## src/sv/region_statistics_accumulator_top_defines.svh

```systemverilog
// ---------------------------------------------------------------------------
// Region statistics accumulator assertion macros
// Property macros used by the top level; empty when SYNTH is defined.
// ---------------------------------------------------------------------------
`ifndef REGION_STATISTICS_ACCUMULATOR_TOP_DEFINES_SVH
`define REGION_STATISTICS_ACCUMULATOR_TOP_DEFINES_SVH
`ifndef SYNTH
`define RSA_ASSERT_IMPL(label, clk, rst_n, ante, cons) \
    label: assert property (@(posedge clk) disable iff (!rst_n) (ante) |-> (cons)) \
        else $error("assertion failed");
`define RSA_ASSERT_NEXT(label, clk, rst_n, ante, cons) \
    label: assert property (@(posedge clk) disable iff (!rst_n) (ante) |=> (cons)) \
        else $error("assertion failed");
`else
`define RSA_ASSERT_IMPL(label, clk, rst_n, ante, cons)
`define RSA_ASSERT_NEXT(label, clk, rst_n, ante, cons)
`endif
`endif

```

## src/sv/rsa_pkg.sv

```systemverilog
// ---------------------------------------------------------------------------
// Region statistics accumulator package
// Types, constants and command structs shared by the block's modules.
// ---------------------------------------------------------------------------
package rsa_pkg;

    localparam int REGION_COUNT_DEF = 256;
    localparam int SIDE_LEN_DEF     = 256;
    localparam int SAMPLE_BITS_DEF  = 16;

    localparam logic [1:0] ACT_ACC   = 2'd0;
    localparam logic [1:0] ACT_READ  = 2'd1;
    localparam logic [1:0] ACT_CLEAR = 2'd2;
    localparam logic [1:0] ACT_NONE  = 2'd3;

    localparam logic [1:0] ST_OK    = 2'd0;
    localparam logic [1:0] ST_RANGE = 2'd1;
    localparam logic [1:0] ST_EMPTY = 2'd2;
    localparam logic [1:0] ST_ZMASS = 2'd3;

    localparam logic [24:0] COUNT_LIMIT = 25'd16777216;

    // Packed entry layout: count, sum, min, max, three coordinate sums,
    // three weighted sums.
    localparam int ENTRY_W = 25 + 40 + 16 + 16 + 3 * 32 + 3 * 48;

    typedef struct packed {
        logic [1:0]  action;
        logic [15:0] region_label;
        logic [7:0]  x_coord;
        logic [7:0]  y_coord;
        logic [7:0]  z_coord;
        logic [15:0] sample_value;
    } in_item_t;

    typedef struct packed {
        logic [1:0]  status;
        logic [24:0] voxel_count;
        logic [39:0] value_sum;
        logic [15:0] value_min;
        logic [15:0] value_max;
        logic [23:0] value_mean;
        logic [15:0] center_x;
        logic [15:0] center_y;
        logic [15:0] center_z;
        logic [15:0] mass_center_x;
        logic [15:0] mass_center_y;
        logic [15:0] mass_center_z;
    } out_item_t;

    typedef struct packed {
        logic [24:0] cnt;
        logic [39:0] sum;
        logic [15:0] vmin;
        logic [15:0] vmax;
        logic [31:0] px;
        logic [31:0] py;
        logic [31:0] pz;
        logic [47:0] wx;
        logic [47:0] wy;
        logic [47:0] wz;
    } entry_t;

    // Controller to datapath commands.
    typedef struct packed {
        logic latch_in;   // capture input item, start table read
        logic acc_write;  // write accumulated entry
        logic clr_write;  // write cleared entry
        logic sweep_write;// reset sweep write
        logic div_start;  // start divider on read
        logic div_sel_next; // advance to next quotient
        logic load_out;   // load result register
    } cmd_t;

    typedef struct packed {
        logic       in_range;
        logic [1:0] action;
        logic       div_done;
        logic       div_last;
        logic       sweep_last;
    } stat_t;

endpackage

```

## src/sv/rsa_ctrl.sv

```systemverilog
// ---------------------------------------------------------------------------
// Region statistics controller
// Sequences reset sweep, item capture, table access, divisions and output.
// ---------------------------------------------------------------------------
module rsa_ctrl (
    input  logic           clk,
    input  logic           rst_n,
    input  logic           in_valid,
    output logic           in_ready,
    output logic           out_valid,
    input  logic           out_ready,
    input  rsa_pkg::stat_t stat,
    output rsa_pkg::cmd_t  cmd
);
    import rsa_pkg::*;

    typedef enum logic [2:0] {S_SWEEP, S_IDLE, S_READ, S_DIVS, S_DIVW, S_OUT} state_t;

    state_t state_reg, state_next;
    logic   out_valid_reg, out_valid_next;

    always_comb
    begin
        state_next = state_reg;
        out_valid_next = out_valid_reg;
        cmd = '0;
        in_ready = (state_reg == S_IDLE) && !out_valid_reg;
        case (state_reg)
            S_SWEEP:
            begin
                cmd.sweep_write = 1'b1;
                if (stat.sweep_last)
                begin
                    state_next = S_IDLE;
                end
            end
            S_IDLE:
            begin
                if (out_valid_reg && out_ready)
                begin
                    out_valid_next = 1'b0;
                end
                if (in_valid && in_ready)
                begin
                    cmd.latch_in = 1'b1;
                    state_next = S_READ;
                end
            end
            S_READ:
            begin
                if (!stat.in_range || stat.action == ACT_NONE)
                begin
                    state_next = S_OUT;
                end
                else if (stat.action == ACT_ACC)
                begin
                    cmd.acc_write = 1'b1;
                    state_next = S_OUT;
                end
                else if (stat.action == ACT_CLEAR)
                begin
                    cmd.clr_write = 1'b1;
                    state_next = S_OUT;
                end
                else
                begin
                    state_next = S_DIVS;
                end
            end
            S_DIVS:
            begin
                cmd.div_start = 1'b1;
                state_next = S_DIVW;
            end
            S_DIVW:
            begin
                if (stat.div_done)
                begin
                    if (stat.div_last)
                    begin
                        state_next = S_OUT;
                    end
                    else
                    begin
                        cmd.div_sel_next = 1'b1;
                        state_next = S_DIVS;
                    end
                end
            end
            S_OUT:
            begin
                cmd.load_out = 1'b1;
                out_valid_next = 1'b1;
                state_next = S_IDLE;
            end
            default:
            begin
                state_next = S_IDLE;
            end
        endcase
    end

    always_ff @(posedge clk or negedge rst_n)
    begin
        if (!rst_n)
        begin
            state_reg <= S_SWEEP;
            out_valid_reg <= 1'b0;
        end
        else
        begin
            state_reg <= state_next;
            out_valid_reg <= out_valid_next;
        end
    end

    assign out_valid = out_valid_reg;
endmodule

```

## config.mk

```make
export PLATFORM = sky130hd
export DESIGN_NAME = rsa_ctrl
export DESIGN_NICKNAME = d
export VERILOG_FILES = /design/src/sv/region_statistics_accumulator_top_defines.svh /design/src/sv/rsa_pkg.sv /design/src/sv/rsa_ctrl.sv
export SDC_FILE = /design/constraint.sdc
export NUM_CORES = 1
export LEC_CHECK = 0
export BUFFER_PORTS_ARGS = -buffer_cell sky130_fd_sc_hd__buf_4
export CORE_AREA = 2 2 39 41
export DETAILED_ROUTE_END_ITERATION = 16
export DIE_AREA = 0 0 41 43
export GPL_TIMING_DRIVEN = 1
export PLACE_DENSITY = 0.47
export SLEW_MARGIN = 20
export SYNTH_ARGS = -nofsm -noshare
export SYNTH_HDL_FRONTEND = slang
export SYNTH_SLANG_ARGS = --single-unit
```

## constraint.sdc

```tcl
create_clock -name clk -period 1.65 [get_ports clk]
set_clock_uncertainty 0.2 [all_clocks]
set_input_delay 0.33 -clock clk [delete_from_list [all_inputs] [get_ports clk]]
set_output_delay 0.33 -clock clk [all_outputs]
set_load 0.1 [all_outputs]
```

Yosys cells after proc, flatten, opt, wreduce, memory -nomap -nowiden. Cells that the tools add are included.

Output and inout bits: 9. Flip-flop bits (word level): 4. Word-level logic and storage cells: 47. Input port bits: 10.

Multiplexer cells: 23. Reduce and logical (&&, ||, !) cells: 11. Equality and inequality tests: 11.

Operators with widths (number): $mux W3 (7); $pmux W3 S5 (1); $mux W1 (12); $eq A3 B2 Y1 const B (2); $eq A3 B3 Y1 const B (2); $eq A2 B2 Y1 const B (2); $mux W2 (2); $ne A2 B1 Y1 const B (2); $ne A2 B2 Y1 const B (2); $eq A3 B1 Y1 const B (1); $logic_and A1 B1 Y1 (3); $logic_not A3 Y1 (1); $reduce_and A3 Y1 (1); $logic_not A1 Y1 (2); $logic_not A2 Y1 (1); $pmux W1 S2 (1); $reduce_and A2 Y1 (1); $reduce_bool A2 Y1 (1); $logic_or A1 B1 Y1 (1).

Longest topological paths before layout.
Depth after elaboration: 5. Gate-level depth with buffers: 3. Depth with buffers taken out: 3.

Least setup slack after synthesis. No wires, ideal clock.

Kind: register to output. Start point: register state_reg[2]. End point: output port cmd[4] in the netlist's numbering. Slack: -2.654 ns. Buffers on the path: 0. Required time: 1.120 ns. Cell stages (with the launch flop): 4. Arrival: 3.774 ns. Path through: dfrtp_1 -> inv_1 -> nand2_1 -> nor4b_1.

RTL lines: start: declaration (RTL line rsa_ctrl.sv:19) `state_t state_reg, state_next;`; start signal: assignment (RTL line rsa_ctrl.sv:112) `state_reg <= state_next;`; end: declaration (RTL line rsa_ctrl.sv:13) `output rsa_pkg::cmd_t cmd`.

==> results.yml <==
run_status:
  outcome: "finished, violations left"
  violations: "setup timing"
synth:
  yosys.area_share.simple: 0.455
  synth_area_um2: 292
  yosysSeqAreaShare: 0.343
  synth_top_family_by_area: "simple AND/OR/NAND/NOR gates"
  synth_nets: 43
  synth_compound_area_frac: 0.163
  synth_area_per_cell_um2: 8.83
  synthXorXnorAreaFrac: 0
  synthCells: 33
  yosys_warnings: 0
  synth_cell_types: 21
  synthAdderAreaFrac: 0
  synth_mux_area_frac: 0
  yosys_register_bits: 4
setup_path:
  critPathKind: "reg -> out"
  cp.arrival_ns: 1.33
  crit_fanout: 5
  r2r_start: "state_reg[0]$_DFFE_PN0P_"
  critPathRequiredTime_ns: 1.12
  r2r_slack_ns: 0.13
  cp-start-kind: "register"
  reg2reg_depth: 4
  r2r_end: "state_reg[1]$_DFFE_PN0P_"
  endpoint_kind: "output pin"
sta:
  drv_slew: 0
  tns_ns: -0.886
  tightestPinTransition_ns: 0.275
  fmax_mhz: 538
  setup_viol: 8
  period_share: 1.13
  rsz0062_at_grt: "true"
  max-slew-margin-rel: 0.814
  timing.final.ws_setup_ns: -0.209
  layout_min_cycle_time_ns: 1.86
  timing.final.hold_violations: 0
final_layout:
  largest_reg_flops: 3
  fill_cells: 132
  fin_area_um2: 747
  num_antenna_cells: 0
  final_core_util: 0.540
  drive_above_1_share: 0.788
  finalNonFillerCells: 82
  syn2layout_area_growth_pct: 156
  nNetsFinal: 78
placement:
  gp_congestion: 0.743
  placed_area_um2: 558
  post-place-cells: 74
  hpwlAfterDp_um: 683
  port_buffers: 18
global_routing:
  grt_overflow_total: 0
  grt_pass1_wl_mm: 1.34
  grt_max_degree: 7
  antenna_found_initial: 0
  grt_use_total: 0.115
  grt_pass1_vias: 339
clock_tree:
  clkSlewWorstSetupHoldPaths_ns: 0.04
  cts_sinks: 4
  cts_max_level: 1
  clockBufferDepth: 2
  cts_buffers: 3
  clock_latency_ns: 0.23
  cts-root-buf: "clkbuf_4"
  tritoncts: "done"
min_path:
  whs_path_depth: 2
  min_from: "stat[2]"
  hold_class: "in -> reg"
  hold_end: "state_reg[0]$_DFFE_PN0P_"
routing:
  via_per_inst: 4.74
  drc: 0
  num_vias: 389
  drt_iter0_markers: 1
  wl_met3_um: 68
  wl_per_cell_um: 12.3
  dr_wl_met2_um: 562
  topRoutingLayerUsed: "met3"
  met1Wirelength_um: 380
  firstDrtPassIters: 3
  ant_nets: 0
  wl_mm: 1.01
floorplanning:
  io_pins: 19
  coreArea_um2: 1380
  die_w_um: 41
  dieArea_um2: 1760
  die_h_um: 43
  rows: 14
  start_util: 0.211
flow_run:
  maxCapViolations: 0
==> placed cells by master (no fill, tap or decap), types with 2 or more instances in the layout <==
cell / netlist / layout
buf_6: 0 / 3
nand2b_4: 1 / 2
nor2b_1: 3 / 2
o22ai_1: 2 / 2
nor3_4: 0 / 2
and3_4: 0 / 3
dfrtp_2: 0 / 4
buf_4: 1 / 21
buf_12: 0 / 6
nand2_1: 3 / 2
clkbuf_4: 0 / 3
==> through the flow <==
stage	setup slack (ns)	hold WS [ns]
5_1_grt	-0.243	0.155
4_1_cts	-0.211	0.147
6_report	-0.209	0.161
3_3_place_gp	-0.00976	-0.0728
3_5_place_dp	-0.0575	-0.0714
2_1_floorplan	-0.620	-0.166
==> metal layers <==
| layer | track usage | vias to the layer above |
|---|---|---|
| met3 | 0.0681 | 0 |
| met2 | 0.181 | 17 |
| li1 | - | 190 |
| met1 | 0.121 | 182 |
| met4 | 0.0400 | 0 |
| met5 | 0 | - |
==> Yosys cell counts <==
cell,count,area [um2]
dfrtp_1,4,100
nand2_1,3,11.3
nor2_1,3,11.3
nor2b_1,3,18.8
and3_1,2,12.5
nor3_1,2,10.0
o22ai_1,2,12.5
a21o_1,1,7.51
a31oi_1,1,6.26
and3_2,1,7.51
buf_4,1,7.51
inv_1,1,3.75
nand2b_1,1,6.26
nand2b_4,1,13.8
nor3b_1,1,7.51
nor4_1,1,6.26
nor4b_1,1,8.76
nor4bb_1,1,10.0
o22a_1,1,8.76
o22ai_2,1,12.5
or3b_1,1,8.76
==> worst max path at each step <==
stage	from	end	slack, ns	cells past startpoint
final	state_reg[0]$_DFFE_PN0P_	cmd[4]	-0.21	3
after global routing	state_reg[2]$_DFFE_PN0P_	cmd[4]	-0.24	4
after CTS	state_reg[0]$_DFFE_PN0P_	cmd[4]	-0.21	3
after detailed placement	state_reg[1]$_DFFE_PN0P_	cmd[0]	-0.06	3
after global placement	state_reg[2]$_DFFE_PN0P_	cmd[4]	-0.01	4
after floorplan	state_reg[2]$_DFFE_PN0P_	cmd[4]	-0.62	3
==> critical path: stages, from the launching register on <==
cell and delay [ns]:
dfrtp_2 0.43, nand2b_4 0.18, nor4b_4 0.22, buf_6 0.26
==> layout make-up <==
| cell class | instances | area [um2] | area share |
|---|---|---|---|
| timing repair buffer | 31 | 322 | 0.430 |
| tap | 16 | 20.0 | 0.0268 |
| clock buffer | 3 | 22.5 | 0.0302 |
| multi-input combinational | 27 | 274 | 0.367 |
| sequential | 4 | 105 | 0.141 |
| inverter | 1 | 3.75 | 0.00503 |
==> kinds of logic (layout without fill, tap and decap cells) <==
kind of cell | count (synthesis) | in the layout
AOI/OAI and AO/OA | 6 | 6
buffers and inverters | 2 | 35
and+or+nand+nor | 21 | 21
DFF | 4 | 4
==> what timing repair did <==
| action | CTS | global route |
|---|---|---|
| pin swaps | 2 | 3 |
| resized for setup | 25 | 9 |
| hold endpoints to repair | 4 | 0 |
| hold buffers | 1 | 0 |
| setup buffers | 1 | 4 |
| endpoints found under the setup margin | 8 | 8 |
Power is left out: the tool's default activity adds up to more than one toggle a clock period on the data nets, which glitch-free logic cannot reach.
